[config.mk]
export PLATFORM = sky130hd
export DESIGN_NAME = touch_report_tracker
export DESIGN_NICKNAME = d
export VERILOG_FILES = /design/src/hw/rtl/trt_pkg.sv /design/src/hw/rtl/touch_report_tracker.sv /design/src/hw/rtl/trt_front.sv /design/src/hw/rtl/trt_queue.sv /design/src/hw/rtl/trt_back.sv
export SDC_FILE = /design/constraint.sdc
export NUM_CORES = 1
export LEC_CHECK = 0
export ABC_AREA = 1
export BUFFER_PORTS_ARGS = -buffer_cell sky130_fd_sc_hd__buf_2
export CAP_MARGIN = 20
export CORE_MARGIN = 4
export CORE_UTILIZATION = 30
export DETAILED_ROUTE_END_ITERATION = 12
export GPL_TIMING_DRIVEN = 0
export PLACE_DENSITY = 0.44
export SYNTH_ARGS = -nofsm -noshare
export SYNTH_HDL_FRONTEND = slang
export SYNTH_SLANG_ARGS = --single-unit
[constraint.sdc]
create_clock -name clk_i -period 4.9 [get_ports clk_i]
set_input_delay 0.245 -clock clk_i [delete_from_list [all_inputs] [get_ports clk_i]]
set_output_delay 0.245 -clock clk_i [all_outputs]
set_load 0.02 [all_outputs]
[src/hw/rtl/trt_pkg.sv]
// ----------------------------------------------------------------------------
// Touch report tracker package
// Shared types, codes and the coordinate mapping function.
// ----------------------------------------------------------------------------
`default_nettype none

package trt_pkg;

  // Depth of the queue between the front and the back.
  localparam int unsigned QueueDepthDefault = 2;

  // Configuration register indexes.
  localparam logic [2:0] CFG_SWAP_XY        = 3'd0;
  localparam logic [2:0] CFG_INVERT_X       = 3'd1;
  localparam logic [2:0] CFG_INVERT_Y       = 3'd2;
  localparam logic [2:0] CFG_DISPLAY_WIDTH  = 3'd3;
  localparam logic [2:0] CFG_DISPLAY_HEIGHT = 3'd4;

  // Operation codes on the input. The last one is unassigned and ignored.
  localparam logic [1:0] OP_POLL   = 2'd0;
  localparam logic [1:0] OP_RESUME = 2'd1;
  localparam logic [1:0] OP_REINIT = 2'd2;
  localparam logic [1:0] OP_UNUSED = 2'd3;

  // Action codes on the output.
  localparam logic [2:0] ACT_SKIPPED     = 3'd0;
  localparam logic [2:0] ACT_STATUS_FAIL = 3'd1;
  localparam logic [2:0] ACT_NOT_READY   = 3'd2;
  localparam logic [2:0] ACT_BAD_COUNT   = 3'd3;
  localparam logic [2:0] ACT_POINT_FAIL  = 3'd4;
  localparam logic [2:0] ACT_REPORT      = 3'd5;
  localparam logic [2:0] ACT_RESUMED     = 3'd6;

  localparam int unsigned ReadyBit     = 7;
  localparam logic [2:0]  MaxContacts  = 3'd5;
  localparam logic [3:0]  ReleasedCode = 4'd6;
  localparam logic [7:0]  StreakMax    = 8'd255;
  localparam logic [7:0]  DisableAt    = 8'd5;

  typedef struct packed {
    logic [1:0]  operation;
    logic        status_ok;
    logic [7:0]  status_byte;
    logic        point_ok;
    logic [7:0]  track_id;
    logic [15:0] raw_x;
    logic [15:0] raw_y;
  } in_beat_t;

  typedef struct packed {
    logic [2:0] action;
    logic       clear_status;
    logic [7:0] block_byte0;
    logic [7:0] block_byte1;
    logic [7:0] block_byte2;
    logic [7:0] block_byte3;
    logic [7:0] block_byte4;
    logic       changed;
    logic       is_disabled;
  } out_beat_t;

  // Class of an item as decided by the front.
  typedef enum logic [2:0] {
    K_STATUS_FAIL,
    K_NOT_READY,
    K_BAD_COUNT,
    K_POINT_FAIL,
    K_REPORT,
    K_RESUME,
    K_REINIT,
    K_IGNORE
  } kind_e;

  // Classified item, with coordinates already mapped to the display.
  typedef struct packed {
    kind_e       kind;
    logic [2:0]  count;
    logic [7:0]  track_id;
    logic [15:0] pos_x;
    logic [15:0] pos_y;
  } item_t;

  // Optional mirror, then clamp to the display size when the size is known.
  function automatic logic [15:0] map_axis(input logic [15:0] v, input logic [15:0] size,
                                           input logic inv);
    logic [15:0] m;
    m = v;
    if (inv && size != 16'd0) begin
      m = (size > v) ? (size - 16'd1 - v) : 16'd0;
    end
    if (size != 16'd0 && m >= size) begin
      m = size - 16'd1;
    end
    return m;
  endfunction

endpackage

`default_nettype wire

[src/hw/rtl/touch_report_tracker.sv]
// An input beat is written into the queue; the back then pops it and registers the result.
// Throughput: one beat per cycle while the taker keeps accepting result beats.
// The two-entry queue lets input beats keep arriving while a result waits for its taker.
// Reset: asynchronous, active low; the failure streak, flags, stored position, configuration
// and both handshakes are cleared at once, with no clearing pass.
// ----------------------------------------------------------------------------
// Touch report tracker top level
// Tracks the poll results of a capacitive touch controller and packs the
// five-byte advertising block for every event.
// ----------------------------------------------------------------------------
`default_nettype none

module touch_report_tracker import trt_pkg::*; #(
  parameter int unsigned QueueDepth = QueueDepthDefault
) (
  input  wire logic        clk_i,
  input  wire logic        rst_ni,
  input  wire logic        cfg_we_i,
  input  wire logic [2:0]  cfg_idx_i,
  input  wire logic [15:0] cfg_wdata_i,
  input  wire logic        in_valid_i,
  output logic             in_ready_o,
  input  wire in_beat_t    in_data_i,
  output logic             out_valid_o,
  input  wire logic        out_ready_i,
  output out_beat_t        out_data_o
);

  // The front is purely combinational apart from the configuration registers:
  // it decides what kind of event the beat is and maps the contact coordinates
  // to the display (swap, mirror, clamp). None of that depends on the tracking
  // state, so it can be done before the beat enters the queue.
  item_t front_item;
  item_t queue_item;
  logic  queue_full, queue_empty, queue_pop;

  trt_front u_front (
    .clk_i       (clk_i),
    .rst_ni      (rst_ni),
    .cfg_we_i    (cfg_we_i),
    .cfg_idx_i   (cfg_idx_i),
    .cfg_wdata_i (cfg_wdata_i),
    .in_data_i   (in_data_i),
    .item_o      (front_item)
  );

  // A beat is accepted whenever the queue has room.
  assign in_ready_o = !queue_full;

  trt_queue #(
    .Depth (QueueDepth)
  ) u_queue (
    .clk_i       (clk_i),
    .rst_ni      (rst_ni),
    .push_i      (in_valid_i),
    .push_data_i (front_item),
    .full_o      (queue_full),
    .pop_i       (queue_pop),
    .empty_o     (queue_empty),
    .pop_data_o  (queue_item)
  );

  // The back owns the failure streak, the disable flag, the touch latch and the
  // last count, id and position. It takes one item per cycle whenever its
  // output register is free or being emptied in the same cycle.
  trt_back u_back (
    .clk_i        (clk_i),
    .rst_ni       (rst_ni),
    .item_valid_i (!queue_empty),
    .item_i       (queue_item),
    .item_pop_o   (queue_pop),
    .out_valid_o  (out_valid_o),
    .out_ready_i  (out_ready_i),
    .out_data_o   (out_data_o)
  );

endmodule

`default_nettype wire

[src/hw/rtl/trt_front.sv]
// ----------------------------------------------------------------------------
// Touch report tracker front
// Holds the configuration, classifies each poll and maps its coordinates.
// ----------------------------------------------------------------------------
`default_nettype none

module trt_front import trt_pkg::*; (
  input  wire logic        clk_i,
  input  wire logic        rst_ni,
  input  wire logic        cfg_we_i,
  input  wire logic [2:0]  cfg_idx_i,
  input  wire logic [15:0] cfg_wdata_i,
  input  wire in_beat_t    in_data_i,
  output item_t            item_o
);

  logic        swap_xy_q, invert_x_q, invert_y_q;
  logic [15:0] width_q, height_q;

  always_ff @(posedge clk_i or negedge rst_ni) begin
    if (!rst_ni) begin
      swap_xy_q  <= 1'b0;
      invert_x_q <= 1'b0;
      invert_y_q <= 1'b0;
      width_q    <= '0;
      height_q   <= '0;
    end else if (cfg_we_i) begin
      case (cfg_idx_i)
        CFG_SWAP_XY:        swap_xy_q  <= cfg_wdata_i[0];
        CFG_INVERT_X:       invert_x_q <= cfg_wdata_i[0];
        CFG_INVERT_Y:       invert_y_q <= cfg_wdata_i[0];
        CFG_DISPLAY_WIDTH:  width_q    <= cfg_wdata_i;
        CFG_DISPLAY_HEIGHT: height_q   <= cfg_wdata_i;
        default: ;
      endcase
    end
  end

  logic [3:0]  count_raw;
  logic [15:0] axis_a, axis_b;

  always_comb begin
    count_raw = in_data_i.status_byte[3:0];
    axis_a    = swap_xy_q ? in_data_i.raw_y : in_data_i.raw_x;
    axis_b    = swap_xy_q ? in_data_i.raw_x : in_data_i.raw_y;

    item_o.count    = count_raw[2:0];
    item_o.track_id = in_data_i.track_id;
    item_o.pos_x    = map_axis(axis_a, width_q, invert_x_q);
    item_o.pos_y    = map_axis(axis_b, height_q, invert_y_q);

    case (in_data_i.operation)
      OP_POLL: begin
        if (!in_data_i.status_ok) begin
          item_o.kind = K_STATUS_FAIL;
        end else if (!in_data_i.status_byte[ReadyBit]) begin
          item_o.kind = K_NOT_READY;
        end else if (count_raw > {1'b0, MaxContacts}) begin
          item_o.kind = K_BAD_COUNT;
        end else if (count_raw != 4'd0 && !in_data_i.point_ok) begin
          item_o.kind = K_POINT_FAIL;
        end else begin
          item_o.kind = K_REPORT;
        end
      end
      OP_RESUME: item_o.kind = K_RESUME;
      OP_REINIT: item_o.kind = K_REINIT;
      default:   item_o.kind = K_IGNORE;
    endcase
  end

endmodule

`default_nettype wire

[src/hw/rtl/trt_queue.sv]
// ----------------------------------------------------------------------------
// Touch report tracker queue
// Short first-in first-out buffer of classified items.
// ----------------------------------------------------------------------------
`default_nettype none

module trt_queue import trt_pkg::*; #(
  parameter int unsigned Depth = QueueDepthDefault
) (
  input  wire logic  clk_i,
  input  wire logic  rst_ni,
  input  wire logic  push_i,
  input  wire item_t push_data_i,
  output logic       full_o,
  input  wire logic  pop_i,
  output logic       empty_o,
  output item_t      pop_data_o
);

  localparam int unsigned PtrW = (Depth > 1) ? $clog2(Depth) : 1;
  localparam int unsigned CntW = $clog2(Depth + 1);
  localparam logic [PtrW-1:0] LastPtr = PtrW'(Depth - 1);
  localparam logic [CntW-1:0] FullCnt = CntW'(Depth);

  item_t           entry_q [Depth];
  logic [PtrW-1:0] wr_ptr_q, rd_ptr_q;
  logic [CntW-1:0] cnt_q;
  logic            do_push, do_pop;

  assign full_o     = (cnt_q == FullCnt);
  assign empty_o    = (cnt_q == '0);
  assign pop_data_o = entry_q[rd_ptr_q];
  assign do_push    = push_i && !full_o;
  assign do_pop     = pop_i && !empty_o;

  always_ff @(posedge clk_i) begin
    if (do_push) begin
      entry_q[wr_ptr_q] <= push_data_i;
    end
  end

  always_ff @(posedge clk_i or negedge rst_ni) begin
    if (!rst_ni) begin
      wr_ptr_q <= '0;
      rd_ptr_q <= '0;
      cnt_q    <= '0;
    end else begin
      if (do_push) begin
        wr_ptr_q <= (wr_ptr_q == LastPtr) ? '0 : wr_ptr_q + PtrW'(1);
      end
      if (do_pop) begin
        rd_ptr_q <= (rd_ptr_q == LastPtr) ? '0 : rd_ptr_q + PtrW'(1);
      end
      if (do_push && !do_pop) begin
        cnt_q <= cnt_q + CntW'(1);
      end else if (do_pop && !do_push) begin
        cnt_q <= cnt_q - CntW'(1);
      end
    end
  end

endmodule

`default_nettype wire

[src/hw/rtl/trt_back.sv]
// ----------------------------------------------------------------------------
// Touch report tracker back
// Applies classified items to the tracking state and registers the result.
// ----------------------------------------------------------------------------
`default_nettype none

module trt_back import trt_pkg::*; (
  input  wire logic  clk_i,
  input  wire logic  rst_ni,
  input  wire logic  item_valid_i,
  input  wire item_t item_i,
  output logic       item_pop_o,
  output logic       out_valid_o,
  input  wire logic  out_ready_i,
  output out_beat_t  out_data_o
);

  logic [7:0]  streak_q, streak_d;
  logic        disabled_q, disabled_d;
  logic        latched_q, latched_d;
  logic [2:0]  count_q, count_d;
  logic [15:0] x_q, x_d, y_q, y_d;
  logic [7:0]  id_q, id_d;
  logic        out_valid_q;
  out_beat_t   out_q, out_d;
  logic [7:0]  streak_inc;

  assign item_pop_o  = item_valid_i && (!out_valid_q || out_ready_i);
  assign out_valid_o = out_valid_q;
  assign out_data_o  = out_q;
  assign streak_inc  = (streak_q == StreakMax) ? streak_q : streak_q + 8'd1;

  always_comb begin
    streak_d   = streak_q;
    disabled_d = disabled_q;
    latched_d  = latched_q;
    count_d    = count_q;
    x_d        = x_q;
    y_d        = y_q;
    id_d       = id_q;
    out_d      = '0;
    out_d.action = ACT_SKIPPED;

    case (item_i.kind)
      K_STATUS_FAIL: begin
        if (!disabled_q) begin
          streak_d     = streak_inc;
          disabled_d   = (streak_inc >= DisableAt);
          out_d.action = ACT_STATUS_FAIL;
        end
      end
      K_NOT_READY: begin
        if (!disabled_q) begin
          streak_d     = '0;
          out_d.action = ACT_NOT_READY;
        end
      end
      K_BAD_COUNT: begin
        if (!disabled_q) begin
          streak_d           = '0;
          out_d.clear_status = 1'b1;
          out_d.action       = ACT_BAD_COUNT;
        end
      end
      K_POINT_FAIL: begin
        // The good status read clears the streak before the point failure counts.
        if (!disabled_q) begin
          streak_d     = 8'd1;
          out_d.action = ACT_POINT_FAIL;
        end
      end
      K_REPORT: begin
        if (!disabled_q) begin
          streak_d = '0;
          if (item_i.count != 3'd0) begin
            x_d       = item_i.pos_x;
            y_d       = item_i.pos_y;
            id_d      = item_i.track_id;
            latched_d = 1'b1;
          end
          count_d            = item_i.count;
          out_d.changed      = (item_i.count != count_q) ||
                               (item_i.count != 3'd0 &&
                                (x_d != x_q || y_d != y_q || id_d != id_q));
          out_d.clear_status = 1'b1;
          out_d.action       = ACT_REPORT;
        end
      end
      K_RESUME: begin
        if (!disabled_q) begin
          streak_d           = '0;
          latched_d          = 1'b0;
          out_d.clear_status = 1'b1;
          out_d.action       = ACT_RESUMED;
        end
      end
      K_REINIT: begin
        disabled_d         = 1'b0;
        streak_d           = '0;
        latched_d          = 1'b0;
        out_d.clear_status = 1'b1;
        out_d.action       = ACT_RESUMED;
      end
      default: ;
    endcase

    // The advertising block always reflects the state after the item.
    if (count_d != 3'd0 || latched_d) begin
      out_d.block_byte0 = {id_d[3:0], (count_d == 3'd0) ? ReleasedCode : {1'b0, count_d}};
      out_d.block_byte1 = x_d[7:0];
      out_d.block_byte2 = x_d[15:8];
      out_d.block_byte3 = y_d[7:0];
      out_d.block_byte4 = y_d[15:8];
    end
    out_d.is_disabled = disabled_d;
  end

  always_ff @(posedge clk_i or negedge rst_ni) begin
    if (!rst_ni) begin
      streak_q    <= '0;
      disabled_q  <= 1'b0;
      latched_q   <= 1'b0;
      count_q     <= '0;
      x_q         <= '0;
      y_q         <= '0;
      id_q        <= '0;
      out_valid_q <= 1'b0;
    end else begin
      if (item_pop_o) begin
        streak_q   <= streak_d;
        disabled_q <= disabled_d;
        latched_q  <= latched_d;
        count_q    <= count_d;
        x_q        <= x_d;
        y_q        <= y_d;
        id_q       <= id_d;
      end
      if (item_pop_o) begin
        out_valid_q <= 1'b1;
      end else if (out_ready_i) begin
        out_valid_q <= 1'b0;
      end
    end
  end

  always_ff @(posedge clk_i) begin
    if (item_pop_o) begin
      out_q <= out_d;
    end
  end

endmodule

`default_nettype wire

==> results of run 1 <==
[area by class of cell]
cell class / count / share of cell area (%)
clock buffers: 38 / 4.143
multi-input cells: 1451 / 43.36
repair buffers: 151 / 5.141
flip-flops and latches: 230 / 35.21
inverters: 244 / 5.045
well taps: 672 / 4.594
clock inverters: 14 / 0.6836
plain buffers: 55 / 1.818
[power breakdown]
group | switching, mW | internal, mW | total (mW)
combinational | 4.07 | 1.99 | 6.06
clock | 0.860 | 1.14 | 2.00
sequential | 0.366 | 3.03 | 3.40
total | 5.29 | 6.17 | 11.5
[metal layers]
layer	track usage, %	up-vias	wire length [um]
li1	-	6910	-
met1	24.44	6284	23150
met2	28.84	309	22170
met3	1.834	53	1995
met4	3.507	0	951
met5	0	-	0
[critical path, delay by kind of cell, from the launching register on]
kind	cells	cell delay (ns)
compound gates	6	0.90
fa+ha+maj	3	0.83
buf+inv	6	0.79
flops	1	0.40
simple gates	15	1.36
[kinds of logic after synthesis]
group                    share of synthesized area, %
XOR/XNOR                                        3.281
AND/OR/NAND/NOR                                 25.62
multiplexers                                    1.107
other                                         0.02440
flip-flops                                      41.92
buffers and inverters                           7.817
adder cells (fa/ha/maj)                         7.996
AO/OA/AOI/OAI                                   12.24
[synthesized netlist by cell type, drive strengths merged (6+ instances only)]
library cell / n / area [um2]
buf: 26 / 172.7
dfrtp: 93 / 2327
a21oi: 85 / 440.4
clkbuf: 30 / 112.6
ha: 95 / 1189
nor2: 99 / 395.4
inv: 243 / 912.1
nand2: 647 / 2444
o22ai: 23 / 143.9
nand4: 23 / 143.9
a211oi: 7 / 52.55
or2: 30 / 187.7
xnor2: 6 / 52.55
o21ai: 201 / 1092
nor3: 17 / 95.09
nand3: 118 / 600.6
xor2: 49 / 429.2
edfxtp: 137 / 4114
mux2i: 17 / 170.2
[worst paths after layout]
kind | to | slack (ns) | depth (start not counted)
worst max-delay path | u_queue.entry_q[1][4] | 0.31 | 30
worst min-delay path | u_front.width_q[8] | 0.02 | 3
worst max register to register | u_queue.entry_q[1][4] | 0.31 | 30
worst min register to register | u_queue.cnt_q[0] | 0.47 | 1
max in group asynchronous | u_front.height_q[0] | 3.85 | 3
min in group asynchronous | u_back.streak_q[7] | 0.26 | 2
[registers in the layout, indices dropped and copies added, names as in the netlist, 8 cells and up]
register and count:
u_queue.entry_q 92, u_back.out_data_o 45, u_back.x_q 16, u_back.y_q 16, u_front.height_q 16, u_front.width_q 16
u_back.id_q 8, u_back.streak_q 8
[timing repair]
action | 4_1_cts | 5_1_grt
endpoints found under the setup margin | 64 | 64
resized for setup | 50 | 51
pin swaps | 3 | 6
endpoints found under the hold margin | 79 | 0
hold buffers | 18 | 0
buffers inserted | 3 | 7
==> flow_summary.ini, run 1 <==
[status]
outcome = finished, final reports clean

[routing]
detail-route-antenna-nets = 0
wl_per_cell_um = 16.90
drc = 0
dr.pass1.iters = 6
drt_iter0_drc = 959
drt-total-wl_um = 48260
num_vias = 13560
vias_per_cell = 4.748

[sta]
fin_skew_ns = 0.03015
setup_viol = 0
hold_ws_ns = 0.02473
finalMaxSlewViolations = 0
finalCritPeriodShare_pct = 93.61
hold_viol = 0
rsz0062_at_grt = true
period_minus_slack_ns = 4.587
layout_setup_ws_ns = 0.3129
max_slew_margin_pct = 41.66
worst_slew_pin_slew_ns = 0.8660
final.setup.tns_ns = 0
fmax_ghz = 0.2180

[clock_network]
root_buffer = clkbuf_16
htreeDepth = 1
numClockSinks = 230
cts_made_buffers = 28
cts_tree = yes
clkLatencyLatePin_ns = 0.58
clk_pin_slew_ns = 0.06
cts_max_path_buffers = 3

[cells_and_area]
num_antenna_cells = 0
synthToLayoutAreaGrowth_pct = 19.11
fin_nets = 2334
drive_gt1_share_pct = 14.34
final_common_cell = nand2_1
finalCoreUtilization_pct = 36.33
multi_input_area_um2 = 7936
final_cell_mix = nand2_1 (638), inv_1 (232), edfxtp_1 (137)
final_cell_area_um2 = 18300
instances_no_fill = 2855
regArea_um2 = 6445
fill_cells = 5305

[worst_setup_path]
end_kind = register
cp.required_ns = 5.17
cpMaxStageDelayCell = dfrtp_1
critPathLaunchType = register
crit_arrival_ns = 4.86
worst_path_largest_cell_delay_ns = 0.40
crit_top_cell = nand2_1
crit_fanout = 10
r2r-start = u_front.swap_xy_q
cp-startpoint = u_front.swap_xy_q
worstSetupPathType = register to register

[place]
io_buffer_count = 119
place_hpwl_um = 38220
place_congestion = 0.9013
post_dp_cell_area_um2 = 16920
placed_cells = 2776
place_ws_ns = -1.080

[min_path]
min_path_type = input pin to register
hp-start = cfg_wdata_i[8]

[floorplanning]
rows = 82
die_h_um = 234.3
ioPinCount = 124
die_area_um2 = 54910
core-area_um2 = 50380
start_util_pct = 30.50
die_w_um = 234.3

[synth]
ys_ff_latch = 230
syn_nets = 2154
synth-async-reset-ratio_pct = 40.43
ys_seq_area_share_pct = 41.92
synth_edf_count = 137
syn-cell-area_um2 = 15370
synth_cells = 1981
synth.avg_cell_area_um2 = 7.757
synthFlopType = edfxtp_1
synth_cell_types = 50
yosys_warnings = 0

[pwr]
ir_drop_v = 0.0002599
leakage_nw = 8.637
powerDensity_nw_per_um2 = 626.1
power.total_mw = 11.46

[grt]
grt_overflow = 0
grt_max_degree = 50
grt_pass1_vias = 13090
grt.total_usage_pct = 17.28
grt_antenna_before_repair = 0
grt_pass1_wl_um = 74890

[run]
cap_violations = 0
Power figures use the tool's default switching activity.
==> run 2, diff against run 1 <==
--- a/config.mk
+++ b/config.mk
@@ -10,9 +10,11 @@
 export CAP_MARGIN = 20
 export CORE_MARGIN = 4
 export CORE_UTILIZATION = 30
+export CTS_CLUSTER_SIZE = 16
 export DETAILED_ROUTE_END_ITERATION = 12
 export GPL_TIMING_DRIVEN = 0
 export PLACE_DENSITY = 0.44
 export SYNTH_ARGS = -nofsm -noshare
 export SYNTH_HDL_FRONTEND = slang
+export SYNTH_HIERARCHICAL = 1
 export SYNTH_SLANG_ARGS = --single-unit
==> run 2 against run 1 <==
Net effect:
- cell count is 4.1% higher
- first-iteration DRC count is 3.6% lower
- combinational power is 9.6% higher
- largest power group unchanged
- clock power is 10% higher
==> flow_summary.ini, run 2 <==
[synth]
synth-async-reset-ratio_pct = 40.43
syn_nets = 2264
synth_top_area_share_pct = 25.75
synthFlopType = edfxtp_1
synth_edf_count = 137
synth.area.top_cells = edfxtp_1 (26%), nand2_1 (16%), dfrtp_1 (15%)
synth_commonest_cells = nand2_1 (697), inv_1 (226), nand3_1 (169)
synth.avg_cell_area_um2 = 7.636
ys_seq_area_share_pct = 40.32
synth_cell_types = 56
syn-cell-area_um2 = 15980
synth_cells = 2092
yosysMostFrequentCell = nand2_1
ys_ff_latch = 230
synth_area_leader_cell = edfxtp_1
yosys_warnings = 6

[floorplanning]
core-area_um2 = 52660
start_util_pct = 30.34
die_area_um2 = 57010
ioPinCount = 124
die_h_um = 238.8
rows = 84
die_w_um = 238.8

[cells_and_area]
final_cell_mix = nand2_1 (691), inv_1 (222), nand3_1 (168)
largest_register = u_queue/entry_q
num_antenna_cells = 0
finalCoreUtilization_pct = 35.99
largest_reg_flops = 92
fill_cells = 5544
drive_gt1_share_pct = 14.89
final_common_cell = nand2_1
synthToLayoutAreaGrowth_pct = 18.62
fin_nets = 2432

[worst_setup_path]
worst_path_largest_cell_delay_ns = 0.43
cp.required_ns = 5.18
crit_top_cell = nand2_1
worstSetupPathType = register to register
r2r_setup_slack_ns = 0.30
path_delay_family = simple AND/OR/NAND/NOR gates
path_buf_inv = 8
end_kind = register
crit_fanout = 10
critPathLaunchType = register
cpMaxStageDelayCell = mux2i_2
crit_arrival_ns = 4.89

[routing]
drt_iter0_drc = 924
vias_per_cell = 4.846
dr.pass1.iters = 5
num_vias = 14400
drt-total-wl_um = 54000
drc = 0
detail-route-antenna-nets = 0
wl_per_cell_um = 18.17

[grt]
grt_overflow = 0
grt_pass1_wl_um = 83460
grt_max_degree = 59
grt_pass1_vias = 14190
grt_antenna_before_repair = 0
grt.total_usage_pct = 18.64

[pwr]
ir_drop_v = 0.0003071
power.switching_mw = 5.807
powerDensity_nw_per_um2 = 647.8
pwr-share-clk_pct = 17.9
seqPwrFrac_pct = 28.0
p_int_mw = 6.470
power.total_mw = 12.28
power_frac_comb_pct = 54.1
swShare_pct = 47.30
leakage_nw = 8.939

[sta]
final.setup.tns_ns = 0
max_slew_margin_pct = 46.21
worst_slew_pin_slew_ns = 0.8069
setup_viol = 0
finalCritPeriodShare_pct = 93.94
hold_viol = 0
period_minus_slack_ns = 4.603
hold_ws_ns = 0.01672
fmax_ghz = 0.2172
finalMaxSlewViolations = 0
fin_skew_ns = 0.02660

[clock_network]
cts_made_buffers = 30
clk_pin_slew_ns = 0.06
htreeDepth = 1
root_buffer = clkbuf_16
numClockSinks = 230
cts_max_path_buffers = 3
cts_tree = yes
clkLatencyLatePin_ns = 0.58

[run]
cap_violations = 0

[place]
place_hpwl_um = 43010
io_buffer_count = 111
place_congestion = 0.9141

[status]
outcome = finished, final reports clean

[min_path]
min_path_type = input pin to register
[run 2: cell types whose count changed in the layout (fill, tap and decap cells not counted), sizes merged, moves of 6 or more]
cell,previous run,this run
clkinv,13,5
o22ai,23,17
a21oi,85,74
nand3,118,177
nand2,647,711
or2,30,19
nor2,99,106
nand3b,4,24
xor2,49,24
clkbuf,66,78
[run 2: repair_timing]
item,4_1_cts,5_1_grt
buffers inserted,0,0
pin swaps,0,1
hold buffers,20,0
setup endpoints to repair,64,64
endpoints found under the hold margin,69,0
gates resized for setup,14,58
[run 2: kinds of logic (layout without fill, tap and decap cells)]
group	count (synthesis)	in the layout	share of synthesized area, %
flip-flops	230	230	40.32
AO/OA/AOI/OAI	319	319	11.45
buffers and inverters	320	512	8.474
AND/OR/NAND/NOR	1082	1082	29.61
adder cells (fa/ha/maj)	96	96	7.613
XOR/XNOR	31	31	1.700
other	1	1	0.02347
multiplexers	13	13	0.8145
[run 2: worst min-delay path: cells and delay by family]
kind / cells / cell delay [ns]
buffers and inverters: 2 / 0.15
AOI/OAI and AO/OA: 1 / 0.15
[run 2: cell type report]
class / instances / area, um2 / area share (%)
Sequential cell: 230 / 6442 / 34.00
Tap cell: 688 / 860.8 / 4.542
Timing Repair Buffer: 136 / 880.8 / 4.648
Multi-Input combinational cell: 1542 / 8369 / 44.16
Clock inverter: 10 / 162.7 / 0.8583
Buffer: 78 / 473.0 / 2.496
Inverter: 242 / 910.9 / 4.807
Clock buffer: 46 / 850.8 / 4.490
[run 2: final timing paths]
path | start | end | cells after the start
setup / recovery | u_front/swap_xy_q | u_queue/entry_q[0][10] | 26
hold / removal | cfg_wdata_i[7] | u_front/height_q[7] | 3
setup reg to reg | u_front/swap_xy_q | u_queue/entry_q[0][10] | 26
hold reg to reg | u_queue/wr_ptr_q | u_queue/wr_ptr_q | 2
max in group asynchronous | rst_ni | u_back/x_q[4] | 3
min in group asynchronous | rst_ni | u_front/width_q[15] | 2
[run 2: stage by stage]
step	setup slack [ns]	area, um2	instances
CTS	-0.01618	18770	2972
detailed placement	-0.5234	17520	2896
global placement	-0.4792	17390	2891
floorplan	0.7725	15980	2092
finish	0.2970	18950	2972
global route	-0.002745	18950	2972
[run 2: layer usage]
layer / part of all wire [%] / vias to the layer above / track usage (%) / routed length, um
met3: 5.2 / 68 / 2.503 / 2784
met2: 47 / 373 / 31.18 / 25210
met4: 2.8 / 0 / 5.119 / 1493
met5: 0 / - / 0 / 0
li1: - / 7251 / - / -
met1: 45 / 6709 / 25.43 / 24510
[run 2: power by group through the flow]
stage               clock (mW)  sequential [mW]  combinational (mW)
floorplan                    0             3.64                4.13
global placement             0             3.50                6.44
detailed placement           0             3.48                6.55
CTS                       2.28             3.44                6.61
global route              2.37             3.52                7.44
finish                    2.20             3.44                6.64
==> run 3, diff against run 2 <==
==> constraint.sdc (replaced) <==
create_clock -name clk_i -period 5.9 [get_ports clk_i]
set_input_delay 0.295 -clock clk_i [delete_from_list [all_inputs] [get_ports clk_i]]
set_output_delay 0.295 -clock clk_i [all_outputs]
set_load 0.02 [all_outputs]
==> run 3 against run 2 <==
Net effect:
- clock power is 17% lower
- fmax is 14% lower
- sequential share of layout area is 0.53 points higher
- die area stayed put
- critical path type unchanged
- largest power group unchanged
==> flow_summary.ini, run 3 (synthesis gave the netlist of run 2 again) <==
[status]
outcome = finished, final reports clean

[routing]
dr.pass1.iters = 5
drt-total-wl_um = 53840
vias_per_cell = 4.841
drt_iter0_drc = 913
num_vias = 14350
drc = 0
wl_per_cell_um = 18.16
detail-route-antenna-nets = 0

[clock_network]
htreeDepth = 1
clk_pin_slew_ns = 0.06
numClockSinks = 230
root_buffer = clkbuf_16
cts_max_path_buffers = 3
cts_tree = yes
cts_setup_buffers = 0
cts_made_buffers = 30
clkLatencyLatePin_ns = 0.58

[grt]
grt_antenna_before_repair = 0
grtUsageMet3_pct = 2.538
grt_pass1_wl_um = 83320
grt_pass1_vias = 14160
grt_max_degree = 59
busiest_layer = met2
grt.total_usage_pct = 18.62
met2_usage_pct = 31.08
grt_overflow = 0
grt_util_met1_pct = 25.41

[floorplanning]
start_util_pct = 30.34
ioPinCount = 124
core-area_um2 = 52660
die_area_um2 = 57010
rows = 84
die_h_um = 238.8
die_w_um = 238.8

[place]
place_congestion = 0.9141
place_hpwl_um = 43010
io_buffer_count = 111
place_ws_ns = 0.4766

[cells_and_area]
finalCoreUtilization_pct = 35.43
drive_gt1_share_pct = 13.31
synthToLayoutAreaGrowth_pct = 16.79
largest_reg_flops = 92
final_cell_mix = nand2_1 (697), inv_1 (224), nand3_1 (169)
num_antenna_cells = 0
final_common_cell = nand2_1
fin_nets = 2424
fill_cells = 5573
largest_register = u_queue/entry_q

[sta]
final.setup.tns_ns = 0
layout_setup_ws_ns = 0.5613
worst_slew_pin_slew_ns = 0.9258
max_slew_margin_pct = 37.63
setup_viol = 0
period_minus_slack_ns = 5.339
fmax_ghz = 0.1873
hold_viol = 0
rsz0062_at_grt = false
fin_skew_ns = 0.02846
finalCritPeriodShare_pct = 90.49
finalMaxSlewViolations = 0

[worst_setup_path]
critPathLaunchType = register
worstSetupPathType = register to register
end_kind = register
crit_arrival_ns = 5.74
cp.required_ns = 6.30
r2r_setup_slack_ns = 0.56
crit_fanout = 10

[pwr]
powerDensity_nw_per_um2 = 542.6
leakage_nw = 8.905
ir_drop_v = 0.0002566

[min_path]
min_path_type = input pin to register

[run]
cap_violations = 0
==> run 3: cell count changes in the layout (fill, tap and decap cells not counted), sizes merged <==
cell / change
dlygate4sd3: -8
clkbuf: +1
buf: -1
==> run 3: metrics by stage <==
| stage | power, mW | cells | area, um2 | hold slack (ns) |
|---|---|---|---|---|
| 4_1_cts | 10.23 | 2964 | 18660 | 0.01195 |
| 6_report | 10.12 | 2964 | 18660 | 0.03982 |
| 2_1_floorplan | 6.454 | 2092 | 15980 | -0.0005911 |
| 3_3_place_gp | 8.256 | 2891 | 17390 | 0.4628 |
| 5_1_grt | 10.99 | 2964 | 18660 | 0.03524 |
| 3_5_place_dp | 8.330 | 2896 | 17520 | 0.3094 |
==> run 3: worst max-delay path: stages (launching register included) <==
cell	delay (ns)
dfrtp_1	0.37
buf_2	0.23
buf_1	0.40
mux2i_1	0.57
ha_1	0.35
a21oi_1	0.13
a21boi_0	0.20
o21bai_1	0.11
nand2_1	0.08
o2111ai_1	0.18
nand3_4	0.23
inv_2	0.15
nand3_1	0.13
nand2_1	0.09
ha_1	0.30
nand2_1	0.07
inv_1	0.05
nand3_1	0.11
nor3_1	0.25
nand2_1	0.08
nand3_1	0.09
nand2_1	0.06
inv_1	0.19
clkbuf_1	0.47
nand2_1	0.10
nand2_1	0.18
==> run 3: area by class of cell <==
cell class | count | area [um2] | area share, %
sequential | 230 | 6441 | 34.52
multi-input combinational | 1542 | 8188 | 43.88
buffer | 78 | 442.9 | 2.374
clock buffer | 46 | 850.8 | 4.560
tap | 688 | 860.8 | 4.614
inverter | 242 | 910.9 | 4.882
clock inverter | 10 | 162.7 | 0.8718
timing repair buffer | 128 | 800.8 | 4.292
==> run 3: repair_timing <==
action,4_1_cts,5_1_grt
setup endpoints to repair,0,7
gates resized for setup,0,1
hold endpoints to repair,56,0
hold buffers,12,0
==> run 3: where the power goes <==
part	internal (mW)	switching, mW
sequential	2.53	0.321
combinational	1.66	3.77
clock	1.13	0.706
total	5.32	4.80
==> run 3: path summary, 6_finish.rpt <==
path,from,to,depth (start not counted)
worst max-delay path,u_front/swap_xy_q,u_queue/entry_q[0][10],25
worst min-delay path,cfg_wdata_i[2],u_front/height_q[2],3
worst max register to register,u_front/swap_xy_q,u_queue/entry_q[0][10],25
worst min register to register,u_queue/wr_ptr_q,u_queue/wr_ptr_q,2
max in group asynchronous,rst_ni,u_back/x_q[4],3
min in group asynchronous,rst_ni,u_front/width_q[15],2
==> run 3: per-layer routing <==
layer  share of wire (%)  vias to the layer above
met5                   0                        -
met4                 3.1                        0
met3                 4.7                       76
met2                  46                      359
met1                  46                     6677
li1                    -                     7236
